`config.mk`:
```
export PLATFORM = sky130hd
export DESIGN_NAME = pi_time_tracking_observer
export DESIGN_NICKNAME = d
export VERILOG_FILES = /design/src/ptto_pkg.sv /design/src/ptto_regs.sv /design/src/ptto_dpath.sv /design/src/ptto_ctrl.sv /design/src/pi_time_tracking_observer.sv
export SDC_FILE = /design/constraint.sdc
export NUM_CORES = 2
export LEC_CHECK = 0
export BUFFER_PORTS_ARGS = -buffer_cell sky130_fd_sc_hd__buf_2
export CORE_ASPECT_RATIO = 1.75
export CORE_UTILIZATION = 40
export DETAILED_ROUTE_END_ITERATION = 6
export HOLD_SLACK_MARGIN = 0.08
export SETUP_SLACK_MARGIN = 0.15
export SYNTH_ARGS = -nofsm -noshare
export SYNTH_HDL_FRONTEND = slang
export SYNTH_HIERARCHICAL = 1
export SYNTH_SLANG_ARGS = --single-unit
export TNS_END_PERCENT = 10
```
`constraint.sdc`:
```
create_clock -name clk -period 10.2 [get_ports clk]
set_clock_uncertainty 0.1 [all_clocks]
set_input_delay 0.51 -clock clk [delete_from_list [all_inputs] [get_ports clk]]
set_output_delay 0.51 -clock clk [all_outputs]
set_load 0.02 [all_outputs]
```
`src/ptto_pkg.sv`:
```
`timescale 1ns / 1ps

package ptto_pkg;

    // One input item: request code and world-time sample.
    typedef struct packed {
        logic [1:0]  req_type;
        logic [31:0] sample_sec;
        logic [19:0] sample_usec;
    } ptto_in_t;

    // One result item: interpolated time.
    typedef struct packed {
        logic [31:0] time_sec;
        logic [19:0] time_usec;
    } ptto_out_t;

    // Configuration register contents.
    typedef struct packed {
        logic [32:0] base_step;
        logic [31:0] kp_gain;
        logic [31:0] ki_gain;
    } ptto_cfg_t;

    // Request codes. The undefined code behaves as a plain tick.
    localparam logic [1:0] REQ_INIT   = 2'd0;
    localparam logic [1:0] REQ_TICK   = 2'd1;
    localparam logic [1:0] REQ_SAMPLE = 2'd2;

    // Register indexes on the configuration port.
    localparam logic [1:0] REG_BASE_STEP = 2'd0;
    localparam logic [1:0] REG_KP_GAIN   = 2'd1;
    localparam logic [1:0] REG_KI_GAIN   = 2'd2;

    // Configuration port widths.
    localparam int APB_ADDR_W = 5;
    localparam int APB_DATA_W = 64;

    // Reset values and fixed constants.
    localparam logic [32:0]        BASE_STEP_RESET = 33'd4294967;
    localparam logic [32:0]        BASE_STEP_MAX   = 33'h1_0000_0000;
    localparam logic [31:0]        KP_RESET        = 32'd29794658;
    localparam logic [31:0]        KI_RESET        = 32'd2646672;
    localparam logic signed [31:0] INTEG_ONE       = 32'sh0100_0000;
    localparam logic [19:0]        USEC_PER_SEC    = 20'd1000000;
    localparam int                 Q24_SHIFT       = 24;

    // Quotient bits produced by the microsecond divider per cycle.
    localparam int DIV_RADIX_BITS = 4;

    // Controller states.
    typedef enum logic [3:0] {
        ST_IDLE,
        ST_DIV,
        ST_SAMPLE,
        ST_LOAD,
        ST_DIFF,
        ST_ESAT,
        ST_MUL_KI,
        ST_MUL_KP,
        ST_SUM,
        ST_MUL_BS,
        ST_TICK,
        ST_ADVANCE,
        ST_MUL_OUT,
        ST_EMIT
    } ptto_state_t;

    // Operand selection of the shared multiplier.
    typedef enum logic [1:0] {
        MUL_KI,
        MUL_KP,
        MUL_BS,
        MUL_US
    } ptto_mul_sel_t;

    // Commands from the controller to the datapath.
    typedef struct packed {
        logic          capture;
        logic          div_step;
        logic          smp_load;
        logic          init_load;
        logic          diff_load;
        logic          esat_load;
        logic          mul_load;
        ptto_mul_sel_t mul_sel;
        logic          integ_load;
        logic          sum_load;
        logic          tick_load;
        logic          advance;
        logic          out_load;
    } ptto_cmd_t;

    // Status from the datapath to the controller.
    typedef struct packed {
        logic [1:0] item_req;
        logic [1:0] held_req;
    } ptto_status_t;

endpackage

```
`src/ptto_regs.sv`:
```
`timescale 1ns / 1ps

module ptto_regs (
    input  logic                                 clk,
    input  logic                                 rst_n,
    input  logic                                 psel,
    input  logic                                 penable,
    input  logic                                 pwrite,
    input  logic [ptto_pkg::APB_ADDR_W-1:0]      paddr,
    input  logic [ptto_pkg::APB_DATA_W-1:0]      pwdata,
    output logic [ptto_pkg::APB_DATA_W-1:0]      prdata,
    output logic                                 pready,
    output ptto_pkg::ptto_cfg_t                  cfg
);
    import ptto_pkg::*;

    logic [32:0] base_step_reg;
    logic [32:0] base_step_next;
    logic [31:0] kp_gain_reg;
    logic [31:0] kp_gain_next;
    logic [31:0] ki_gain_reg;
    logic [31:0] ki_gain_next;
    logic [1:0]  reg_index;
    logic        wr_en;

    // Registers sit on 8-byte boundaries.
    assign reg_index = paddr[4:3];
    assign wr_en     = psel & penable & pwrite;
    assign pready    = 1'b1;

    // Write decode; an oversized base step clamps to one second.
    always_comb
    begin
        base_step_next = base_step_reg;
        kp_gain_next   = kp_gain_reg;
        ki_gain_next   = ki_gain_reg;
        if (wr_en)
        begin
            unique case (reg_index)
                REG_BASE_STEP:
                begin
                    base_step_next = (pwdata[32:0] > BASE_STEP_MAX) ? BASE_STEP_MAX
                                                                    : pwdata[32:0];
                end
                REG_KP_GAIN: kp_gain_next = pwdata[31:0];
                REG_KI_GAIN: ki_gain_next = pwdata[31:0];
                default: ;
            endcase
        end
    end

    always_ff @(posedge clk or negedge rst_n)
    begin
        if (!rst_n)
        begin
            base_step_reg <= BASE_STEP_RESET;
            kp_gain_reg   <= KP_RESET;
            ki_gain_reg   <= KI_RESET;
        end
        else
        begin
            base_step_reg <= base_step_next;
            kp_gain_reg   <= kp_gain_next;
            ki_gain_reg   <= ki_gain_next;
        end
    end

    // Read decode.
    always_comb
    begin
        unique case (reg_index)
            REG_BASE_STEP: prdata = {31'b0, base_step_reg};
            REG_KP_GAIN:   prdata = {32'b0, kp_gain_reg};
            REG_KI_GAIN:   prdata = {32'b0, ki_gain_reg};
            default:       prdata = '0;
        endcase
    end

    assign cfg.base_step = base_step_reg;
    assign cfg.kp_gain   = kp_gain_reg;
    assign cfg.ki_gain   = ki_gain_reg;

endmodule

```
`src/ptto_dpath.sv`:
```
`timescale 1ns / 1ps

module ptto_dpath #(
    parameter int FRACTION_BITS = 32
) (
    input  logic                    clk,
    input  logic                    rst_n,
    input  ptto_pkg::ptto_in_t      in_data,
    input  ptto_pkg::ptto_cfg_t     cfg,
    input  ptto_pkg::ptto_cmd_t     cmd,
    output ptto_pkg::ptto_status_t  status,
    output ptto_pkg::ptto_out_t     out_data
);
    import ptto_pkg::*;

    localparam int DivSteps = (FRACTION_BITS + DIV_RADIX_BITS - 1) / DIV_RADIX_BITS;
    localparam int QW       = DIV_RADIX_BITS * DivSteps;
    localparam int EShr     = (FRACTION_BITS >= Q24_SHIFT) ? FRACTION_BITS - Q24_SHIFT : 0;
    localparam int EShl     = (FRACTION_BITS < Q24_SHIFT) ? Q24_SHIFT - FRACTION_BITS : 0;
    localparam logic [63:0] ELim     = 64'hFFFF_FFFF >> EShl;
    localparam logic [63:0] FracMask = (64'd1 << FRACTION_BITS) - 64'd1;

    // Held item and divider state.
    logic [1:0]  req_reg;
    logic [31:0] sec_reg;
    logic        qhi_reg;
    logic [19:0] rem_reg;
    logic [19:0] rem_next;
    logic [QW-1:0] q_reg;
    logic [QW-1:0] q_next;

    // Servo state.
    logic [63:0]        time_reg;
    logic [63:0]        time_next;
    logic signed [31:0] integ_reg;
    logic signed [31:0] integ_next;
    logic signed [39:0] tick_reg;
    logic signed [39:0] tick_next;

    // Working registers.
    logic [63:0] smp_reg;
    logic [63:0] diff_reg;
    logic [31:0] e_mag_reg;
    logic        e_neg_reg;
    logic [63:0] prod_reg;
    logic        prod_neg_reg;
    logic [31:0] s_mag_reg;
    logic        s_neg_reg;
    ptto_out_t   out_reg;

    // Combinational intermediates.
    logic        usec_ge;
    logic [19:0] usec_rem;
    logic [19:0] div_rem;
    logic [20:0] div_shift;
    logic [DIV_RADIX_BITS-1:0] div_bits;
    logic [63:0] smp_whole;
    logic [63:0] smp_frac;
    logic [63:0] smp_sum;
    logic        e_neg;
    logic [63:0] e_abs;
    logic [63:0] e_scaled;
    logic [31:0] e_clamp;
    logic [31:0] e_mag;
    logic [31:0] mul_a;
    logic [32:0] mul_b;
    logic        mul_neg;
    logic [64:0] mul_full;
    logic [39:0] q_mag;
    logic signed [40:0] q_val;
    logic signed [41:0] integ_sum;
    logic signed [41:0] pi_sum;
    logic signed [31:0] pi_sat;

    // Saturation of a wide signed sum to 32 bits.
    function automatic logic signed [31:0] sat_s32(input logic signed [41:0] v);
        if (v[41:31] != {11{v[41]}})
        begin
            return v[41] ? 32'sh8000_0000 : 32'sh7FFF_FFFF;
        end
        return v[31:0];
    endfunction

    // Saturation of a 41-bit signed value to 40 bits.
    function automatic logic signed [39:0] sat_s40(input logic signed [40:0] v);
        if (v[40] != v[39])
        begin
            return v[40] ? 40'sh80_0000_0000 : 40'sh7F_FFFF_FFFF;
        end
        return v[39:0];
    endfunction

    // Whole seconds of the microsecond sample come out in one compare.
    assign usec_ge  = (in_data.sample_usec >= USEC_PER_SEC);
    assign usec_rem = usec_ge ? (in_data.sample_usec - USEC_PER_SEC) : in_data.sample_usec;

    // Restoring division of the remainder, a few quotient bits per cycle.
    always_comb
    begin
        div_rem   = rem_reg;
        div_shift = '0;
        div_bits  = '0;
        for (int i = 0; i < DIV_RADIX_BITS; i++)
        begin
            div_shift = {div_rem, 1'b0};
            if (div_shift >= {1'b0, USEC_PER_SEC})
            begin
                div_bits[DIV_RADIX_BITS-1-i] = 1'b1;
                div_rem = 20'(div_shift - {1'b0, USEC_PER_SEC});
            end
            else
            begin
                div_rem = div_shift[19:0];
            end
        end
    end

    always_comb
    begin
        rem_next = rem_reg;
        q_next   = q_reg;
        if (cmd.capture)
        begin
            rem_next = usec_rem;
        end
        else if (cmd.div_step)
        begin
            rem_next = div_rem;
            q_next   = {q_reg[QW-DIV_RADIX_BITS-1:0], div_bits};
        end
    end

    // Sample in fixed point; surplus low quotient bits are dropped.
    assign smp_whole = {32'b0, sec_reg} << FRACTION_BITS;
    assign smp_frac  = {{(63 - FRACTION_BITS){1'b0}}, qhi_reg, q_reg[QW-FRACTION_BITS +: FRACTION_BITS]};
    assign smp_sum   = smp_whole + smp_frac;

    // Error magnitude in Q8.24, clamped to the 32-bit signed range.
    assign e_neg = diff_reg[63];
    assign e_abs = e_neg ? (~diff_reg + 64'd1) : diff_reg;

    always_comb
    begin
        if (FRACTION_BITS >= Q24_SHIFT)
        begin
            e_scaled = e_abs >> EShr;
        end
        else
        begin
            e_scaled = (e_abs > ELim) ? 64'hFFFF_FFFF : (e_abs << EShl);
        end
        e_clamp = (e_scaled > 64'h8000_0000) ? 32'h8000_0000 : e_scaled[31:0];
        if (!e_neg && e_clamp == 32'h8000_0000)
        begin
            e_mag = 32'h7FFF_FFFF;
        end
        else
        begin
            e_mag = e_clamp;
        end
    end

    // Shared multiplier operand selection.
    always_comb
    begin
        case (cmd.mul_sel)
            MUL_KI:
            begin
                mul_a   = e_mag_reg;
                mul_b   = {1'b0, cfg.ki_gain};
                mul_neg = e_neg_reg;
            end
            MUL_KP:
            begin
                mul_a   = e_mag_reg;
                mul_b   = {1'b0, cfg.kp_gain};
                mul_neg = e_neg_reg;
            end
            MUL_BS:
            begin
                mul_a   = s_mag_reg;
                mul_b   = cfg.base_step;
                mul_neg = s_neg_reg;
            end
            default:
            begin
                mul_a   = time_reg[31:0] & FracMask[31:0];
                mul_b   = {13'b0, USEC_PER_SEC};
                mul_neg = 1'b0;
            end
        endcase
    end

    assign mul_full = {33'b0, mul_a} * {32'b0, mul_b};

    // Signed product scaled back from Q8.24.
    assign q_mag = prod_reg[63:Q24_SHIFT];
    assign q_val = prod_neg_reg ? -$signed({1'b0, q_mag}) : $signed({1'b0, q_mag});

    assign integ_sum = {{10{integ_reg[31]}}, integ_reg} + {q_val[40], q_val};
    assign pi_sum    = {{10{integ_reg[31]}}, integ_reg} + {q_val[40], q_val};
    assign pi_sat    = sat_s32(pi_sum);

    // Servo state updates.
    always_comb
    begin
        time_next  = time_reg;
        integ_next = integ_reg;
        tick_next  = tick_reg;
        if (cmd.init_load)
        begin
            time_next  = smp_reg;
            integ_next = INTEG_ONE;
            tick_next  = $signed({7'b0, cfg.base_step});
        end
        else if (cmd.advance)
        begin
            time_next = time_reg + {{24{tick_reg[39]}}, tick_reg};
        end
        if (cmd.integ_load)
        begin
            integ_next = sat_s32(integ_sum);
        end
        if (cmd.tick_load)
        begin
            tick_next = sat_s40(q_val);
        end
    end

    always_ff @(posedge clk or negedge rst_n)
    begin
        if (!rst_n)
        begin
            time_reg  <= '0;
            integ_reg <= INTEG_ONE;
            tick_reg  <= $signed({7'b0, BASE_STEP_RESET});
        end
        else
        begin
            time_reg  <= time_next;
            integ_reg <= integ_next;
            tick_reg  <= tick_next;
        end
    end

    // Working registers need no reset.
    always_ff @(posedge clk)
    begin
        rem_reg <= rem_next;
        q_reg   <= q_next;
        if (cmd.capture)
        begin
            req_reg <= in_data.req_type;
            sec_reg <= in_data.sample_sec;
            qhi_reg <= usec_ge;
        end
        if (cmd.smp_load)
        begin
            smp_reg <= smp_sum;
        end
        if (cmd.diff_load)
        begin
            diff_reg <= smp_reg - time_reg;
        end
        if (cmd.esat_load)
        begin
            e_mag_reg <= e_mag;
            e_neg_reg <= e_neg;
        end
        if (cmd.mul_load)
        begin
            prod_reg     <= mul_full[63:0];
            prod_neg_reg <= mul_neg;
        end
        if (cmd.sum_load)
        begin
            s_neg_reg <= pi_sat[31];
            s_mag_reg <= pi_sat[31] ? (~pi_sat + 32'd1) : pi_sat;
        end
        if (cmd.out_load)
        begin
            out_reg.time_sec  <= time_reg[FRACTION_BITS +: 32];
            out_reg.time_usec <= prod_reg[FRACTION_BITS +: 20];
        end
    end

    assign status.item_req = in_data.req_type;
    assign status.held_req = req_reg;
    assign out_data        = out_reg;

endmodule

```
`src/ptto_ctrl.sv`:
```
`timescale 1ns / 1ps

module ptto_ctrl #(
    parameter int FRACTION_BITS = 32
) (
    input  logic                    clk,
    input  logic                    rst_n,
    input  logic                    in_valid,
    output logic                    in_stall,
    output logic                    out_valid,
    input  logic                    out_stall,
    input  ptto_pkg::ptto_status_t  status,
    output ptto_pkg::ptto_cmd_t     cmd
);
    import ptto_pkg::*;

    localparam int DivSteps = (FRACTION_BITS + DIV_RADIX_BITS - 1) / DIV_RADIX_BITS;
    localparam int CntW     = $clog2(DivSteps);

    ptto_state_t     state_reg;
    ptto_state_t     state_next;
    logic [CntW-1:0] div_cnt_reg;
    logic [CntW-1:0] div_cnt_next;
    logic            out_valid_reg;
    logic            out_valid_next;
    logic            out_free;

    // The result register can take a new item when empty or being drained.
    assign out_free = !out_valid_reg || !out_stall;

    // Next state.
    always_comb
    begin
        state_next = state_reg;
        unique case (state_reg)
            ST_IDLE:
            begin
                if (in_valid)
                begin
                    if (status.item_req == REQ_INIT || status.item_req == REQ_SAMPLE)
                    begin
                        state_next = ST_DIV;
                    end
                    else
                    begin
                        state_next = ST_ADVANCE;
                    end
                end
            end
            ST_DIV:
            begin
                if (div_cnt_reg == '0)
                begin
                    state_next = ST_SAMPLE;
                end
            end
            ST_SAMPLE:  state_next = (status.held_req == REQ_INIT) ? ST_LOAD : ST_DIFF;
            ST_LOAD:    state_next = ST_ADVANCE;
            ST_DIFF:    state_next = ST_ESAT;
            ST_ESAT:    state_next = ST_MUL_KI;
            ST_MUL_KI:  state_next = ST_MUL_KP;
            ST_MUL_KP:  state_next = ST_SUM;
            ST_SUM:     state_next = ST_MUL_BS;
            ST_MUL_BS:  state_next = ST_TICK;
            ST_TICK:    state_next = ST_ADVANCE;
            ST_ADVANCE: state_next = ST_MUL_OUT;
            ST_MUL_OUT: state_next = ST_EMIT;
            ST_EMIT:
            begin
                if (out_free)
                begin
                    state_next = ST_IDLE;
                end
            end
            default:    state_next = ST_IDLE;
        endcase
    end

    // Commands to the datapath.
    always_comb
    begin
        cmd      = '0;
        in_stall = (state_reg != ST_IDLE);
        unique case (state_reg)
            ST_IDLE:    cmd.capture = in_valid;
            ST_DIV:     cmd.div_step = 1'b1;
            ST_SAMPLE:  cmd.smp_load = 1'b1;
            ST_LOAD:    cmd.init_load = 1'b1;
            ST_DIFF:    cmd.diff_load = 1'b1;
            ST_ESAT:    cmd.esat_load = 1'b1;
            ST_MUL_KI:
            begin
                cmd.mul_load = 1'b1;
                cmd.mul_sel  = MUL_KI;
            end
            ST_MUL_KP:
            begin
                cmd.mul_load   = 1'b1;
                cmd.mul_sel    = MUL_KP;
                cmd.integ_load = 1'b1;
            end
            ST_SUM:     cmd.sum_load = 1'b1;
            ST_MUL_BS:
            begin
                cmd.mul_load = 1'b1;
                cmd.mul_sel  = MUL_BS;
            end
            ST_TICK:    cmd.tick_load = 1'b1;
            ST_ADVANCE: cmd.advance = 1'b1;
            ST_MUL_OUT:
            begin
                cmd.mul_load = 1'b1;
                cmd.mul_sel  = MUL_US;
            end
            ST_EMIT:    cmd.out_load = out_free;
            default: ;
        endcase
    end

    // Divider step counter.
    always_comb
    begin
        div_cnt_next = div_cnt_reg;
        if (state_reg == ST_IDLE)
        begin
            div_cnt_next = CntW'(DivSteps - 1);
        end
        else if (state_reg == ST_DIV && div_cnt_reg != '0)
        begin
            div_cnt_next = div_cnt_reg - 1'b1;
        end
    end

    // Result valid flag.
    always_comb
    begin
        if (cmd.out_load)
        begin
            out_valid_next = 1'b1;
        end
        else
        begin
            out_valid_next = out_valid_reg && out_stall;
        end
    end

    always_ff @(posedge clk or negedge rst_n)
    begin
        if (!rst_n)
        begin
            state_reg     <= ST_IDLE;
            div_cnt_reg   <= '0;
            out_valid_reg <= 1'b0;
        end
        else
        begin
            state_reg     <= state_next;
            div_cnt_reg   <= div_cnt_next;
            out_valid_reg <= out_valid_next;
        end
    end

    assign out_valid = out_valid_reg;

`ifndef ASSERT_OFF
    // An accepted item always starts work.
    a_accept_leaves_idle: assert property (@(posedge clk) disable iff (!rst_n)
        (in_valid && !in_stall) |=> (state_reg != ST_IDLE))
        else $error("accepted item did not start work");

    // The divider runs its full count before the sample is formed.
    a_div_holds: assert property (@(posedge clk) disable iff (!rst_n)
        (state_reg == ST_DIV && div_cnt_reg != '0) |=> (state_reg == ST_DIV))
        else $error("divider left early");

    // A result appears only out of the emit state.
    a_valid_from_emit: assert property (@(posedge clk) disable iff (!rst_n)
        $rose(out_valid_reg) |-> $past(state_reg == ST_EMIT))
        else $error("result valid raised outside emit");

    // Leaving emit always presents the result.
    a_emit_presents: assert property (@(posedge clk) disable iff (!rst_n)
        (state_reg == ST_EMIT && out_free) |=> out_valid_reg)
        else $error("emitted result not presented");
`endif

endmodule

```
`src/pi_time_tracking_observer.sv`:
```
// PI time-tracking observer: keeps a 32.32 fixed-point clock that advances by a per-tick
// increment on every request item and is steered by a PI loop toward sparse world-time
// samples; each item returns one result with seconds and microseconds of the advanced time.
// Configure base_step, kp_gain and ki_gain at byte addresses 0, 8 and 16 over the 64-bit APB
// port while the block is idle. One item is worked on at a time: a plain tick advances the
// clock and converts the microseconds; an initialise request first runs the microsecond
// divider and loads the sample; a sample tick runs the divider and the PI update first. The
// divider resolves four quotient bits per cycle, and the controller steps the single 32x33
// multiplier through both gain products, the base-step product and the microsecond
// conversion. A finished result waits in an output register while the next item is taken.
`timescale 1ns / 1ps

module pi_time_tracking_observer #(
    parameter int FRACTION_BITS = 32
) (
    input  logic                             clk,
    input  logic                             rst_n,
    input  logic                             psel,
    input  logic                             penable,
    input  logic                             pwrite,
    input  logic [ptto_pkg::APB_ADDR_W-1:0]  paddr,
    input  logic [ptto_pkg::APB_DATA_W-1:0]  pwdata,
    output logic [ptto_pkg::APB_DATA_W-1:0]  prdata,
    output logic                             pready,
    input  logic                             in_valid,
    output logic                             in_stall,
    input  ptto_pkg::ptto_in_t               in_data,
    output logic                             out_valid,
    input  logic                             out_stall,
    output ptto_pkg::ptto_out_t              out_data
);
    import ptto_pkg::*;

    ptto_cfg_t    cfg;
    ptto_cmd_t    cmd;
    ptto_status_t status;

    // Configuration registers.
    ptto_regs u_regs (
        .clk     (clk),
        .rst_n   (rst_n),
        .psel    (psel),
        .penable (penable),
        .pwrite  (pwrite),
        .paddr   (paddr),
        .pwdata  (pwdata),
        .prdata  (prdata),
        .pready  (pready),
        .cfg     (cfg)
    );

    // Sequencer.
    ptto_ctrl #(
        .FRACTION_BITS (FRACTION_BITS)
    ) u_ctrl (
        .clk       (clk),
        .rst_n     (rst_n),
        .in_valid  (in_valid),
        .in_stall  (in_stall),
        .out_valid (out_valid),
        .out_stall (out_stall),
        .status    (status),
        .cmd       (cmd)
    );

    // Arithmetic and servo state.
    ptto_dpath #(
        .FRACTION_BITS (FRACTION_BITS)
    ) u_dpath (
        .clk      (clk),
        .rst_n    (rst_n),
        .in_data  (in_data),
        .cfg      (cfg),
        .cmd      (cmd),
        .status   (status),
        .out_data (out_data)
    );

endmodule
```
==> flow_metrics.env <==
export IMPL_outcome="finished, violations left"
export IMPL_violations="DRC"
export IMPL_die_y_um=563
export IMPL_syn_area_per_cell_um2=9.29
export IMPL_io_buffers=182
export IMPL_final_common_cell="inv_1"
export IMPL_dieArea_um2=181000
export IMPL_tightest_slew_ns=1.28
export IMPL_fin_area_um2=83500
export IMPL_cts_buffers=56
export IMPL_finalHoldViolations=0
export IMPL_finalSetupViolations=0
export IMPL_cp_end_kind="register"
export IMPL_drt_wl_total_mm=273
export IMPL_grt_pass1_vias=62300
export IMPL_ioPinCount=249
export IMPL_report_final_slew_viol_count=0
export IMPL_crit_top_cell="fa_1"
export IMPL_design_core_area_um2=178000
export IMPL_place_area_um2=79100
export IMPL_ant_nets=0
export IMPL_startpoint_type="register"
export IMPL_yosys_warnings=6
export IMPL_startpoint="u_ctrl/state_reg[1]$_DFFE_PN0P_"
export IMPL_post_route_period_util_pct=97.7
export IMPL_overflow=0
export IMPL_r2r_slack_ns=0.23
export IMPL_cpMaxStageDelayCell="fa_2"
export IMPL_rsz0062_at_grt="true"
export IMPL_wl_per_cell_um=25.5
export IMPL_fin_hold_ws_ns=0.136
export IMPL_syn_inst=7734
export IMPL_clkTransAtPathRegs_ns=0.06
export IMPL_tns_ns=0
export IMPL_max_stage_delay_ns=0.64
export IMPL_cp_arrival_ns=10.27
export IMPL_die_x_um=322
export IMPL_grt_usage_pct=30.2
export IMPL_initial_core_util_pct=40.3
export IMPL_area_growth_pct=16.2
export IMPL_viasPerCell=5.50
export IMPL_dr_total_vias=59000
export IMPL_crit_required_ns=10.50
export IMPL_hold_path_class="input port to register"
export IMPL_syn_cell_area_um2=71900
export IMPL_r2r_start="u_ctrl/state_reg[1]$_DFFE_PN0P_"
export IMPL_numClockSinks=615
export IMPL_grt_pass1_wl_mm=400
export IMPL_nets=9785
export IMPL_dpl_hpwl_mm=227
export IMPL_rows=205
export IMPL_dp_slack_ns=-0.251
export IMPL_antenna_found_initial=20
export IMPL_root_buffer="clkbuf_16"
export IMPL_htree_levels=2
export IMPL_hold_start="in_valid"
export IMPL_max_slew_margin_rel_pct=14.8
export IMPL_cts_buffer_depth=3
export IMPL_fmax_ghz=0.100
export IMPL_crit_type="register to register"
export IMPL_route_detailed_drc=2
export IMPL_cts_tree="built"
export IMPL_layout_common_cells="inv_1 (1090), nand2_1 (1023), fa_1 (905), nor2_1 (738), buf_4 (472)"
export IMPL_routabilityCongestion=0.989
export IMPL_worst_path_max_fanout=17
export IMPL_drt_iter0_markers=3934
export IMPL_setup_ws_ns=0.230
export IMPL_dr_pass1_iters=7
export IMPL_maxCapViolCount=0
export IMPL_layout_drive_gt1_share_pct=14.9
export IMPL_clock_latency_ns=0.72
export IMPL_nFillCells=17000
export IMPL_grt_max_degree=166
export IMPL_post_route_min_period_ns=9.97
layout make-up:
class	count	area, µm²	share of cell area [%]
Clock buffer	61	1440	1.73
Tap cell	2380	2980	3.57
Multi-Input combinational cell	5671	49700	59.5
Clock inverter	45	577	0.691
Inverter	1095	4110	4.93
Antenna cell	9	22.5	0.0270
Sequential cell	615	17300	20.7
Timing Repair Buffer	852	7340	8.80
metrics by stage:
stage / util (%) / instances
after detailed placement: 44.4 / 10500
after global routing: 46.8 / 10700
after global placement: 44.4 / 10500
final: 46.8 / 10700
after floorplan: - / 7764
after CTS: 46.1 / 10700
worst max-delay path: cells and delay by family (launching register included):
kind            cells  cell delay, ns
compound gates     10            1.75
xor+xnor            1            0.15
fa+ha+maj           9            4.38
buf+inv            10            1.16
flops               1            0.40
mux                 2            0.48
simple gates        8            1.25
worst paths after layout:
path | cells after the start | endpoint
worst max-delay path | 40 | u_dpath/prod_reg[56]$_DFFE_PP_
worst min-delay path | 3 | u_ctrl/state_reg[1]$_DFFE_PN0P_
worst min register to register | 0 | u_dpath/smp_reg[29]$_DFFE_PP_
worst max register to register | 40 | u_dpath/prod_reg[56]$_DFFE_PP_
max in group asynchronous | 4 | u_regs/ki_gain_reg[5]$_DFFE_PN0P_
min in group asynchronous | 2 | u_ctrl/out_valid$_DFF_PN0_
layer usage:
metal	vias up	GRT usage [%]	routed length (µm)
met3	808	3.38	12900
met1	29800	31.1	92900
met2	2086	55.1	141000
li1	26300	-	-
met5	-	0	60
met4	10	24.1	26900
timing repair:
| item | 4_1_cts | 5_1_grt |
|---|---|---|
| setup endpoints to repair | 22 | 32 |
| buffers inserted | 8 | 41 |
| pin swaps | 10 | 99 |
| hold buffers | 79 | 0 |
| resized for setup | 56 | 202 |
| cloned | 2 | 3 |
| hold endpoints to repair | 244 | 0 |
Power is left out: the tool's default activity adds up to more than one toggle a clock period on the data nets, which glitch-free logic cannot reach.
